**config.mk**
```make
export PLATFORM = sky130hd
export DESIGN_NAME = ps2_mouse_packet_decoder_top
export DESIGN_NICKNAME = d
export VERILOG_FILES = /design/src/pmd_pkg.sv /design/src/pmd_front.sv /design/src/pmd_queue.sv /design/src/pmd_back.sv /design/src/ps2_mouse_packet_decoder_top.sv
export SDC_FILE = /design/constraint.sdc
export NUM_CORES = 1
export LEC_CHECK = 0
export ABC_AREA = 1
export BUFFER_PORTS_ARGS = -buffer_cell sky130_fd_sc_hd__buf_2
export CORE_MARGIN = 3
export CORE_UTILIZATION = 40
export CTS_BUF_LIST = sky130_fd_sc_hd__clkbuf_4
export DETAILED_ROUTE_END_ITERATION = 16
export GPL_TIMING_DRIVEN = 1
export PLACE_DENSITY = 0.59
export SLEW_MARGIN = 10
export SYNTH_ARGS = -nofsm -noshare
export SYNTH_HDL_FRONTEND = slang
export SYNTH_SLANG_ARGS = --single-unit
export TNS_END_PERCENT = 1
```
**constraint.sdc**
```tcl
create_clock -name clk_i -period 5.4 [get_ports clk_i]
set_clock_uncertainty 0.2 [all_clocks]
set_input_delay 0.27 -clock clk_i [delete_from_list [all_inputs] [get_ports clk_i]]
set_output_delay 0.27 -clock clk_i [all_outputs]
set_load 0.1 [all_outputs]
```
**src/pmd_pkg.sv**
```systemverilog
// Package for the PS/2 mouse packet decoder: widths, register indexes and
// the packet word passed from the front end to the cursor back end. No dependencies.
`timescale 1ns / 1ps

package pmd_pkg;

  // Cursor coordinate width (8 .. 16)
  localparam int COORD_BITS = 12;

  // Screen size register width
  localparam int SIZE_W = 13;

  // Width that holds both a size value and the coordinate span
  localparam int SIZE_CMP_W = (COORD_BITS + 1 > SIZE_W) ? COORD_BITS + 1 : SIZE_W;

  // Signed width of position plus or minus a nine-bit delta
  localparam int SUM_W = COORD_BITS + 2;

  // Configuration register indexes
  typedef enum logic [1:0] {
    REG_DECODE_ENABLE = 2'd0,
    REG_SCREEN_WIDTH  = 2'd1,
    REG_SCREEN_HEIGHT = 2'd2
  } pmd_reg_e;

  // Reset values of the configuration registers
  localparam logic [SIZE_W-1:0] WIDTH_RESET  = SIZE_W'(1024);
  localparam logic [SIZE_W-1:0] HEIGHT_RESET = SIZE_W'(768);

  // Header bit positions
  localparam int HDR_LEFT   = 0;
  localparam int HDR_RIGHT  = 1;
  localparam int HDR_MIDDLE = 2;
  localparam int HDR_SYNC   = 3;
  localparam int HDR_XSIGN  = 4;
  localparam int HDR_YSIGN  = 5;

  // Byte position within a packet
  typedef enum logic [1:0] {
    POS_HEADER = 2'd0,
    POS_XDELTA = 2'd1,
    POS_YDELTA = 2'd2
  } pmd_pos_e;

  // One complete packet
  typedef struct packed {
    logic [7:0] header;
    logic [7:0] x_delta;
    logic [7:0] y_delta;
  } pmd_packet_t;

endpackage

```
**src/pmd_front.sv**
```systemverilog
// Front end: takes raw mouse bytes, tracks the packet position and hands
// complete packets to the queue. Depends on pmd_pkg.
`timescale 1ns / 1ps

module pmd_front import pmd_pkg::*; (
  input  logic        clk_i,
  input  logic        rst_ni,
  input  logic        decode_enable_i,
  input  logic        in_valid_i,
  output logic        in_ready_o,
  input  logic [7:0]  data_byte_i,
  output logic        push_o,
  output pmd_packet_t push_data_o,
  input  logic        queue_full_i
);

  pmd_pos_e   pos_q, pos_d;
  logic [7:0] header_q, header_d;
  logic [7:0] x_delta_q, x_delta_d;
  logic       accept;

  // Stall only while the queue is full
  assign in_ready_o = !queue_full_i;
  assign accept     = in_valid_i && in_ready_o;

  // Packet position sequencer
  always_comb begin
    pos_d     = pos_q;
    header_d  = header_q;
    x_delta_d = x_delta_q;
    push_o    = 1'b0;
    if (accept && decode_enable_i) begin
      unique case (pos_q)
        POS_HEADER: begin
          // a header without the sync bit is dropped
          if (data_byte_i[HDR_SYNC]) begin
            header_d = data_byte_i;
            pos_d    = POS_XDELTA;
          end
        end
        POS_XDELTA: begin
          x_delta_d = data_byte_i;
          pos_d     = POS_YDELTA;
        end
        POS_YDELTA: begin
          push_o = 1'b1;
          pos_d  = POS_HEADER;
        end
        default: pos_d = POS_HEADER;
      endcase
    end
  end

  assign push_data_o = '{header: header_q, x_delta: x_delta_q, y_delta: data_byte_i};

  always_ff @(posedge clk_i or negedge rst_ni) begin
    if (!rst_ni) begin
      pos_q     <= POS_HEADER;
      header_q  <= '0;
      x_delta_q <= '0;
    end else begin
      pos_q     <= pos_d;
      header_q  <= header_d;
      x_delta_q <= x_delta_d;
    end
  end

endmodule

```
**src/pmd_queue.sv**
```systemverilog
// Two-entry packet queue between the front end and the cursor back end.
// Depends on pmd_pkg.
`timescale 1ns / 1ps

module pmd_queue import pmd_pkg::*; (
  input  logic        clk_i,
  input  logic        rst_ni,
  input  logic        push_i,
  input  pmd_packet_t push_data_i,
  output logic        full_o,
  input  logic        pop_i,
  output logic        not_empty_o,
  output pmd_packet_t pop_data_o
);

  pmd_packet_t entries_q [2];
  logic        wr_ptr_q, rd_ptr_q;
  logic [1:0]  count_q;
  logic        do_push, do_pop;

  assign full_o      = (count_q == 2'd2);
  assign not_empty_o = (count_q != 2'd0);
  assign do_push     = push_i && !full_o;
  assign do_pop      = pop_i && not_empty_o;
  assign pop_data_o  = entries_q[rd_ptr_q];

  // Storage
  always_ff @(posedge clk_i) begin
    if (do_push) begin
      entries_q[wr_ptr_q] <= push_data_i;
    end
  end

  // Pointers and fill count
  always_ff @(posedge clk_i or negedge rst_ni) begin
    if (!rst_ni) begin
      wr_ptr_q <= 1'b0;
      rd_ptr_q <= 1'b0;
      count_q  <= 2'd0;
    end else begin
      if (do_push) wr_ptr_q <= !wr_ptr_q;
      if (do_pop)  rd_ptr_q <= !rd_ptr_q;
      case ({do_push, do_pop})
        2'b10:   count_q <= count_q + 2'd1;
        2'b01:   count_q <= count_q - 2'd1;
        default: count_q <= count_q;
      endcase
    end
  end

endmodule

```
**src/pmd_back.sv**
```systemverilog
// Back end: applies packet deltas to the cursor, clamps to the screen and
// holds the result word in the output register. Depends on pmd_pkg.
`timescale 1ns / 1ps

module pmd_back import pmd_pkg::*; (
  input  logic                  clk_i,
  input  logic                  rst_ni,
  input  logic [SIZE_W-1:0]     screen_width_i,
  input  logic [SIZE_W-1:0]     screen_height_i,
  input  logic                  pkt_valid_i,
  input  pmd_packet_t           pkt_i,
  output logic                  pop_o,
  output logic                  out_valid_o,
  input  logic                  out_ready_i,
  output logic [COORD_BITS-1:0] cursor_x_o,
  output logic [COORD_BITS-1:0] cursor_y_o,
  output logic                  button_left_o,
  output logic                  button_right_o,
  output logic                  button_middle_o
);

  localparam logic [SIZE_CMP_W-1:0] Span = SIZE_CMP_W'(1) << COORD_BITS;

  logic [COORD_BITS-1:0] pos_x_q, pos_x_d, pos_y_q, pos_y_d;
  logic                  out_valid_q;
  logic [COORD_BITS-1:0] out_x_q, out_y_q;
  logic [2:0]            buttons_q;
  logic signed [8:0]     dx, dy;
  logic signed [SUM_W-1:0] sum_x, sum_y;
  logic [COORD_BITS-1:0] max_x, max_y;

  // Largest legal coordinate for a size value
  function automatic logic [COORD_BITS-1:0] axis_max(input logic [SIZE_W-1:0] size);
    logic [SIZE_CMP_W-1:0] s;
    logic [SIZE_CMP_W-1:0] m;
    s = SIZE_CMP_W'(size);
    if (s == '0) begin
      m = '0;
    end else if (s > Span) begin
      m = Span - SIZE_CMP_W'(1);
    end else begin
      m = s - SIZE_CMP_W'(1);
    end
    return m[COORD_BITS-1:0];
  endfunction

  // Clamp a signed sum into 0 .. max
  function automatic logic [COORD_BITS-1:0] clamp(input logic signed [SUM_W-1:0] v,
                                                  input logic [COORD_BITS-1:0] mx);
    logic [COORD_BITS:0] mag;
    mag = v[SUM_W-2:0];
    if (v[SUM_W-1]) begin
      return '0;
    end else if (mag > {1'b0, mx}) begin
      return mx;
    end else begin
      return mag[COORD_BITS-1:0];
    end
  endfunction

  assign pop_o = pkt_valid_i && (!out_valid_q || out_ready_i);

  // Nine-bit deltas: header sign bit on top of the raw byte
  assign dx = {pkt_i.header[HDR_XSIGN], pkt_i.x_delta};
  assign dy = {pkt_i.header[HDR_YSIGN], pkt_i.y_delta};

  assign max_x = axis_max(screen_width_i);
  assign max_y = axis_max(screen_height_i);

  // X adds, Y subtracts (screen Y grows downward)
  assign sum_x = $signed({2'b00, pos_x_q}) + SUM_W'(dx);
  assign sum_y = $signed({2'b00, pos_y_q}) - SUM_W'(dy);

  always_comb begin
    pos_x_d = pos_x_q;
    pos_y_d = pos_y_q;
    if (pop_o) begin
      pos_x_d = clamp(sum_x, max_x);
      pos_y_d = clamp(sum_y, max_y);
    end
  end

  // Cursor state and output valid
  always_ff @(posedge clk_i or negedge rst_ni) begin
    if (!rst_ni) begin
      pos_x_q     <= '0;
      pos_y_q     <= '0;
      out_valid_q <= 1'b0;
    end else begin
      pos_x_q <= pos_x_d;
      pos_y_q <= pos_y_d;
      if (pop_o) begin
        out_valid_q <= 1'b1;
      end else if (out_ready_i) begin
        out_valid_q <= 1'b0;
      end
    end
  end

  // Output word
  always_ff @(posedge clk_i) begin
    if (pop_o) begin
      out_x_q   <= pos_x_d;
      out_y_q   <= pos_y_d;
      buttons_q <= {pkt_i.header[HDR_MIDDLE], pkt_i.header[HDR_RIGHT],
                    pkt_i.header[HDR_LEFT]};
    end
  end

  assign out_valid_o     = out_valid_q;
  assign cursor_x_o      = out_x_q;
  assign cursor_y_o      = out_y_q;
  assign button_left_o   = buttons_q[0];
  assign button_right_o  = buttons_q[1];
  assign button_middle_o = buttons_q[2];

endmodule

```
**src/ps2_mouse_packet_decoder_top.sv**
```systemverilog
// Top level of the PS/2 mouse packet decoder: configuration registers,
// front end, packet queue and cursor back end. Depends on pmd_pkg and the pmd_* modules.
//
//   channel  direction  handshake                signals
//   input    in         in_valid_i / in_ready_o  data_byte_i
//   result   out        out_valid_o / out_ready_i cursor_x_o, cursor_y_o, button_*_o
//   config   in         cfg_we_i                 cfg_index_i, cfg_data_i
//
// One byte per cycle is taken while in_ready_o is high; the third byte of a packet
// passes through the packet queue into the output register as a result word.
// in_ready_o drops only while the two-entry packet queue is full, which takes a
// stalled result side plus two further packets.
// Reset is asynchronous, active low; it clears packet position, cursor and queue.
`timescale 1ns / 1ps

module ps2_mouse_packet_decoder_top import pmd_pkg::*; (
  input  logic                  clk_i,
  input  logic                  rst_ni,
  input  logic                  cfg_we_i,
  input  logic [1:0]            cfg_index_i,
  input  logic [SIZE_W-1:0]     cfg_data_i,
  input  logic                  in_valid_i,
  output logic                  in_ready_o,
  input  logic [7:0]            data_byte_i,
  output logic                  out_valid_o,
  input  logic                  out_ready_i,
  output logic [COORD_BITS-1:0] cursor_x_o,
  output logic [COORD_BITS-1:0] cursor_y_o,
  output logic                  button_left_o,
  output logic                  button_right_o,
  output logic                  button_middle_o
);

  logic              enable_q;
  logic [SIZE_W-1:0] width_q, height_q;
  logic              push, queue_full, pop, queue_not_empty;
  pmd_packet_t       push_data, pop_data;

  // Configuration registers
  always_ff @(posedge clk_i or negedge rst_ni) begin
    if (!rst_ni) begin
      enable_q <= 1'b1;
      width_q  <= WIDTH_RESET;
      height_q <= HEIGHT_RESET;
    end else if (cfg_we_i) begin
      unique case (cfg_index_i)
        REG_DECODE_ENABLE: enable_q <= cfg_data_i[0];
        REG_SCREEN_WIDTH:  width_q  <= cfg_data_i;
        REG_SCREEN_HEIGHT: height_q <= cfg_data_i;
        default: ;
      endcase
    end
  end

  pmd_front u_front (
    .clk_i           (clk_i),
    .rst_ni          (rst_ni),
    .decode_enable_i (enable_q),
    .in_valid_i      (in_valid_i),
    .in_ready_o      (in_ready_o),
    .data_byte_i     (data_byte_i),
    .push_o          (push),
    .push_data_o     (push_data),
    .queue_full_i    (queue_full)
  );

  pmd_queue u_queue (
    .clk_i       (clk_i),
    .rst_ni      (rst_ni),
    .push_i      (push),
    .push_data_i (push_data),
    .full_o      (queue_full),
    .pop_i       (pop),
    .not_empty_o (queue_not_empty),
    .pop_data_o  (pop_data)
  );

  pmd_back u_back (
    .clk_i           (clk_i),
    .rst_ni          (rst_ni),
    .screen_width_i  (width_q),
    .screen_height_i (height_q),
    .pkt_valid_i     (queue_not_empty),
    .pkt_i           (pop_data),
    .pop_o           (pop),
    .out_valid_o     (out_valid_o),
    .out_ready_i     (out_ready_i),
    .cursor_x_o      (cursor_x_o),
    .cursor_y_o      (cursor_y_o),
    .button_left_o   (button_left_o),
    .button_right_o  (button_right_o),
    .button_middle_o (button_middle_o)
  );

endmodule

```
==> metrics.csv, run 1 <==
stage,metric,value,unit
status,outcome,finished clean,
placement,DP Cell Count,1220,
layout,number of fill cells in the layout,1890,
logic_synthesis,Unique masters post-synth,34,
sta,final-report max-slew violation count,0,
drt,drt drc,0,
logic_synthesis,dominant synthesized flop cell,edfxtp_1,
floorplanning,# rows,50,
worst_setup_path,worst path arrival time,4980,ps
worst_setup_path,Reg2Reg Launch Point,u_queue.rd_ptr_q$_DFFE_PN0P_,
worst_setup_path,crit path max fanout,15,
worst_setup_path,r2r setup slk,620,ps
drt,vias,6192,
worst_setup_path,end of the worst register-to-register path,u_back.cursor_y_o[2]$_DFFE_PP_,
worst_setup_path,Setup crit end kind,flop,
clock_tree,H-tree depth,4,
worst_setup_path,WS Path Type,reg -> reg,
layout,Final nets,1090,
logic_synthesis,"Net Count, Synth",1006,
grt,first-pass GRT wire length,29500,µm
placement,dpl hpwl,13400,µm
logic_synthesis,Syn. warnings,0,
grt,largest net degree at the start of global routing,72,
sta,# setup viols final,0,
drt,WL final,18000,µm
worst_setup_path,required time of the critical path,5600,ps
floorplanning,Die Ht,146,µm
sta,final hold viol count,0,
worst_setup_path,r2r worst-path depth,27,
placement,number of port buffers,56,
floorplanning,I/O pin cnt,57,
logic_synthesis,cell taking the most area after synthesis,edfxtp_1,
floorplanning,Die W,146,µm
logic_synthesis,"top cells by count, synth","nand2_1 (259), inv_1 (119), nand3_1 (84)",
clock_tree,CTS Buffer Depth,2,
layout,Final Non-Filler Cells,1279,
clock_tree,clk root buf,clkbuf_4,
sta,fin crit period,4780,ps
logic_synthesis,"count leader, synth",nand2_1,
floorplanning,Placeable Area,0.0190,mm²
logic_synthesis,Mapped Area,0.00788,mm²
clock_tree,TritonCTS Buffers,17,
job,max cap viols,0,
sta,Final Worst Setup Slack,621,ps
logic_synthesis,Post-synth EDFFs,69,
worst_hold_path,Min-Delay Path Class,in -> async,
layout,Final Core Density,47.5,%
sta,relative slew slack,25.8,%
placement,post-place setup slack,695,ps
drt,Iteration-0 DRC Markers,377,
worst_setup_path,crit path capture,u_back.cursor_y_o[2]$_DFFE_PP_,
logic_synthesis,Area contributors post-synth,"edfxtp_1 (26%), dfrtp_1 (21%), nand2_1 (12%)",
clock_tree,Clock Latency Late Sink,550,ps
worst_setup_path,Worst setup SP type,flop,
sta,post-route clock period utilization,88.5,%
floorplanning,die area,0.0214,mm²
sta,setup TNS,0,ps
grt,initial antenna violation count,1,
placement,GP Congestion,0.892,
layout,layout cells sized above 1,10.5,%
clock_tree,CTS tree,built,
sta,worst-margin pin slew,1110,ps
clock_tree,postcts setup bufs,0,
logic_synthesis,Synth Register Bits,140,
logic_synthesis,area share of the largest cell type after synthesis,26.3,%
clock_tree,Clock transition at path regs,140,ps
grt,overall routing resource usage,17.2,%
worst_setup_path,beginning of the critical path,u_queue.rd_ptr_q$_DFFE_PN0P_,
logic_synthesis,Avg Inst Size Synth,8.56,µm²
logic_synthesis,Async SR Flop Fraction,50.7,%
drt,post-route ant nets,0,
sta,RSZ-0062 raised after global routing,no,
layout,area grow syn2layout,14.5,%
floorplanning,Initial Util,41.4,%
drt,drt wl/cell,14.1,µm
drt,Via density,4.84,
grt,gr ovfl total,0,
drt,drt pass-1 iters,5,
grt,vias in the first global route,5717,
logic_synthesis,sequential area share after synthesis,48.9,%
logic_synthesis,Mapped Cells,921,
clock_tree,clk sink count,140,
sta,FMAX,209,MHz
[sequential cells by signal (all words and copies together), names as in the netlist, 2 cells and up]
| register | flops |
|---|---|
| height_q | 13 |
| u_back.cursor_x_o | 12 |
| u_back.pos_x_q | 12 |
| u_queue.entries_q | 42 |
| u_back.pos_y_q | 12 |
| u_queue.count_q | 2 |
| u_back.cursor_y_o | 12 |
| u_front.header_q | 5 |
| u_back.buttons_q | 3 |
| u_front.pos_q | 2 |
| u_front.x_delta_q | 8 |
| width_q | 13 |
[per-stage QoR]
| stage | hold slack, ps | cell area [µm²] |
|---|---|---|
| final | 206 | 9020 |
| after floorplan | -226 | 7880 |
| after global routing | 204 | 9020 |
| after global placement | 252 | 8450 |
| after CTS | 199 | 9020 |
| after detailed placement | 262 | 8450 |
[worst max-delay path, cell delays in order, from the launching register on]
cell,delay (ps)
dfrtp_1,620
buf_4,300
nand2_1,70
nand2_1,70
ha_1,130
inv_1,70
fa_1,420
nand3_1,100
nand2_1,100
a21boi_0,270
o21ai_0,150
xor2_1,220
inv_1,70
ha_1,300
nand2_1,60
inv_1,30
nor2_1,80
o21a_1,130
nand2_1,60
nand2_1,50
nand2_1,40
nand2_1,50
nand2_1,40
nand2_1,290
nand2_1,340
nand2_1,140
nand3_1,100
nand2_1,130
[how the worst min path moves through the flow]
| stage | cells past startpoint | to | startpoint | slack, ps |
|---|---|---|---|---|
| 5_1_grt | 2 | u_queue.entries_q[1][3]$_DFFE_PP_ | data_byte_i[3] | 200 |
| 6_report | 2 | height_q[11]$_DFFE_PN0P_ | rst_ni | 210 |
| 2_1_floorplan | 0 | height_q[0]$_DFFE_PN0P_ | rst_ni | -230 |
| 3_3_place_gp | 0 | u_queue.entries_q[1][17]$_DFFE_PP_ | u_front.header_q[1]$_DFFE_PN0P_ | 250 |
| 4_1_cts | 2 | u_queue.entries_q[1][3]$_DFFE_PP_ | data_byte_i[3] | 200 |
| 3_5_place_dp | 0 | u_queue.entries_q[0][15]$_DFFE_PP_ | u_front.x_delta_q[7]$_DFFE_PN0P_ | 260 |
[metal layers]
layer / up-vias / global-route usage [%] / share of wire [%]
li1: 3196 / - / -
met1: 2864 / 25.1 / 50
met2: 125 / 27.0 / 45
met3: 7 / 3.45 / 4.4
met4: 0 / 3.39 / 0.68
met5: - / 0 / 0
[placed cells by master, fill, tap and decap left out, types with 2 or more instances in the layout]
master | netlist | final
a21o_1 | 2 | 2
a21oi_1 | 34 | 33
buf_2 | 5 | 55
buf_4 | 1 | 6
bufinv_16 | 0 | 2
clkbuf_4 | 0 | 17
dfrtp_1 | 67 | 67
dfstp_2 | 4 | 4
dlygate4sd3_1 | 0 | 26
edfxtp_1 | 69 | 69
fa_1 | 2 | 2
ha_1 | 55 | 55
inv_1 | 119 | 119
inv_2 | 2 | 2
inv_6 | 0 | 5
inv_8 | 0 | 7
mux2_2 | 3 | 3
mux2i_1 | 7 | 7
nand2_1 | 259 | 259
nand3_1 | 84 | 84
nand4_1 | 6 | 6
nor2_1 | 52 | 51
nor3_1 | 6 | 6
nor4_1 | 2 | 2
o21a_1 | 2 | 2
o21ai_0 | 77 | 77
o21ai_2 | 2 | 2
o21bai_1 | 4 | 4
o31ai_1 | 2 | 2
or2_0 | 2 | 2
xnor2_1 | 5 | 5
xor2_1 | 26 | 26
[final cells by class]
| type | instances | area [µm²] | area share, % |
|---|---|---|---|
| Antenna cell | 1 | 2.50 | 0.0277 |
| Clock buffer | 17 | 128 | 1.41 |
| Clock inverter | 15 | 188 | 2.08 |
| Inverter | 121 | 454 | 5.03 |
| Multi-Input combinational cell | 638 | 3490 | 38.7 |
| Sequential cell | 140 | 3850 | 42.7 |
| Tap cell | 260 | 325 | 3.60 |
| Timing Repair Buffer | 87 | 581 | 6.43 |
[cell families after synthesis]
kind of cell    Yosys count  synth area share [%]
fa+ha+maj                57                  9.24
flops                   140                  48.9
compound gates          126                  8.46
simple gates            413                  21.5
buf+inv                 143                  6.94
xor+xnor                 32                  3.65
mux                      10                  1.32
[repair_timing]
| item | 4_1_cts | 5_1_grt |
|---|---|---|
| gates resized for setup | 0 | 0 |
| hold buffers | 26 | 0 |
| endpoints found under the hold margin | 126 | 0 |
Power of run 1 is not shown: default switching activity piles up to over one toggle a cycle in this logic, so the estimate is an artifact.
==> inputs of run 2 (changes only) <==
--- a/config.mk
+++ b/config.mk
@@ -12,7 +12,7 @@
 export CTS_BUF_LIST = sky130_fd_sc_hd__clkbuf_4
 export DETAILED_ROUTE_END_ITERATION = 16
 export GPL_TIMING_DRIVEN = 1
-export PLACE_DENSITY = 0.59
+export PLACE_DENSITY_LB_ADDON = 0.12
 export SLEW_MARGIN = 10
 export SYNTH_ARGS = -nofsm -noshare
 export SYNTH_HDL_FRONTEND = slang
==> metrics.csv, run 2 (synthesis gave the netlist of run 1 again) <==
stage,metric,value,unit,change
placement,DP Area,0.00845,mm²,about the same
worst_setup_path,required time of the critical path,5640,ps,+40 ps
layout,Final Core Density,47.5,%,unchanged
grt,vias in the first global route,5970,,+4.4%
grt,first-pass GRT wire length,30500,µm,+3.5%
floorplanning,# rows,50,,unchanged
worst_setup_path,CP Buf/Inv Count,3,,-1
worst_setup_path,r2r setup slk,630,ps,about the same
drt,vias,6126,,-1.1%
grt,overall routing resource usage,17.9,%,+0.67 points
worst_setup_path,slowest cell on the critical path,dfrtp_1,,
layout,"most common cell after layout, fill and taps aside",nand2_1,,
grt,gr ovfl total,0,,unchanged
worst_setup_path,Worst setup SP type,flop,,
sta,RSZ-0062 raised after global routing,no,,
worst_setup_path,Worst path depth,26,,-3.7%
drt,drt drc,0,,unchanged
sta,relative slew slack,25.5,%,-0.30 points
sta,# setup viols final,0,,unchanged
sta,final hold viol count,0,,unchanged
drt,Iteration-0 DRC Markers,295,,-22%
drt,WL final,18700,µm,+3.9%
worst_setup_path,Reg2Reg Launch Point,u_queue.rd_ptr_q$_DFFE_PN0P_,,
floorplanning,Initial Util,41.4,%,unchanged
layout,Final nets,1090,,unchanged
grt,largest net degree at the start of global routing,72,,unchanged
floorplanning,die area,0.0214,mm²,unchanged
sta,FMAX,210,MHz,+0.23%
clock_tree,Clock Latency Late Sink,580,ps,+30 ps
clock_tree,CTS resizes,0,,unchanged
drt,drt wl/cell,14.6,µm,+3.9%
layout,Largest regs,"u_queue.entries_q x42, height_q x13, width_q x13",,
drt,Via density,4.79,,-1.1%
worst_setup_path,end of the worst register-to-register path,u_back.cursor_x_o[7]$_DFFE_PP_,,
floorplanning,Die Ht,146,µm,unchanged
drt,post-route ant nets,0,,unchanged
sta,worst-margin pin slew,1120,ps,+4.53 ps
layout,layout cells sized above 1,10.6,%,+0.098 points
clock_tree,TritonCTS Buffers,17,,unchanged
layout,final instance area,0.00902,mm²,unchanged
clock_tree,Clock transition at path regs,160,ps,+20 ps
worst_setup_path,WS Path Type,reg -> reg,,
placement,GP Congestion,0.907,,+1.7%
drt,drt pass-1 iters,5,,unchanged
worst_setup_path,r2r worst-path depth,26,,-3.7%
layout,max FFs per register,42,,unchanged
placement,number of port buffers,56,,unchanged
job,max cap viols,0,,unchanged
worst_setup_path,"delay-heaviest family, CP",simple AND/OR/NAND/NOR gates,,
worst_setup_path,Setup crit end kind,flop,,
layout,"commonest cells after routing, fill and taps aside","nand2_1 (259), inv_1 (119), nand3_1 (84)",,
worst_setup_path,cell mode on critical path,nand2_1,,
status,outcome,finished clean,,
grt,initial antenna violation count,1,,unchanged
worst_setup_path,crit path capture,u_back.cursor_x_o[7]$_DFFE_PP_,,
clock_tree,clk root buf,clkbuf_4,,
floorplanning,Placeable Area,0.0190,mm²,unchanged
clock_tree,clk sink count,140,,unchanged
worst_setup_path,worst path arrival time,5010,ps,+30 ps
sta,final-report max-slew violation count,0,,unchanged
clock_tree,CTS Buffer Depth,2,,unchanged
worst_setup_path,crit path max fanout,14,,-1
sta,post-route clock period utilization,88.3,%,-0.21 points
floorplanning,Die W,146,µm,unchanged
sta,fin crit period,4770,ps,-11.1 ps
layout,"Most flops, register",u_queue.entries_q,,
worst_setup_path,Worst path max stage delay,680,ps,+60 ps
sta,setup TNS,0,ps,unchanged
clock_tree,H-tree depth,4,,unchanged
floorplanning,I/O pin cnt,57,,unchanged
placement,dpl hpwl,13600,µm,+2.1%
worst_setup_path,beginning of the critical path,u_queue.rd_ptr_q$_DFFE_PN0P_,,
worst_hold_path,Min-Delay Path Class,in -> async,,
clock_tree,CTS tree,built,,
layout,area grow syn2layout,14.5,%,unchanged
[run 2: layout make-up]
cell class	instances	area, µm²
Sequential cell	140	3850
Multi-Input combinational cell	638	3490
Clock inverter	15	190
Inverter	121	454
Timing Repair Buffer	87	578
Antenna cell	1	2.50
Fill cell	1886	9990
Tap cell	260	325
Clock buffer	17	128
[run 2: stage by stage]
step / std cells / worst slack [ps] / hold slack, ps
2_1_floorplan: 921 / 1320 / -226
3_3_place_gp: 1221 / 657 / 252
3_5_place_dp: 1221 / 680 / 256
4_1_cts: 1278 / 630 / 170
5_1_grt: 1279 / 213 / 183
6_report: 1279 / 632 / 149
[run 2: timing repair]
action | 4_1_cts | 5_1_grt
endpoints found under the setup margin | 0 | 0
endpoints found under the hold margin | 126 | 0
hold buffers | 25 | 0
buffers inserted | 0 | 0
[run 2: routing by layer]
metal | global-route usage (%) | up-vias | wire length [µm]
li1 | - | 3191 | -
met1 | 24.7 | 2815 | 9240
met2 | 29.3 | 103 | 8670
met3 | 3.26 | 17 | 573
met4 | 4.84 | 0 | 216
met5 | 0 | - | 0
[run 2: worst min path at each step]
stage | start | end | depth (start not counted)
after global routing | data_byte_i[4] | u_queue.entries_q[1][4]$_DFFE_PP_ | 2
after detailed placement | u_front.header_q[5]$_DFFE_PN0P_ | u_queue.entries_q[0][21]$_DFFE_PP_ | 0
after CTS | data_byte_i[4] | u_queue.entries_q[1][4]$_DFFE_PP_ | 2
after floorplan | rst_ni | height_q[0]$_DFFE_PN0P_ | 0
final | rst_ni | u_back.pos_x_q[0]$_DFF_PN0_ | 2
after global placement | u_front.x_delta_q[7]$_DFFE_PN0P_ | u_queue.entries_q[0][15]$_DFFE_PP_ | 0
[run 2: worst register-to-register path, stage by stage, from the launching register on]
cell     delay (ps)
dfrtp_1         680
inv_2           230
nand2_1         110
nand2_1          60
ha_1            260
fa_1            450
nand3_1         100
nand3_1         150
a21oi_1         250
o21ai_0         150
xor2_1          210
inv_1            80
ha_1            320
nand2_1          70
inv_1            40
nor2_1          100
o21a_1          130
nand2_1          60
nand2_1          60
nand2_1          40
nand2_1          50
nand2_1          50
nand2_1          70
nand2_1         290
nand2_1         170
nand3_1         120
nand2_1         150
Power of run 2 is left out for the same reason.
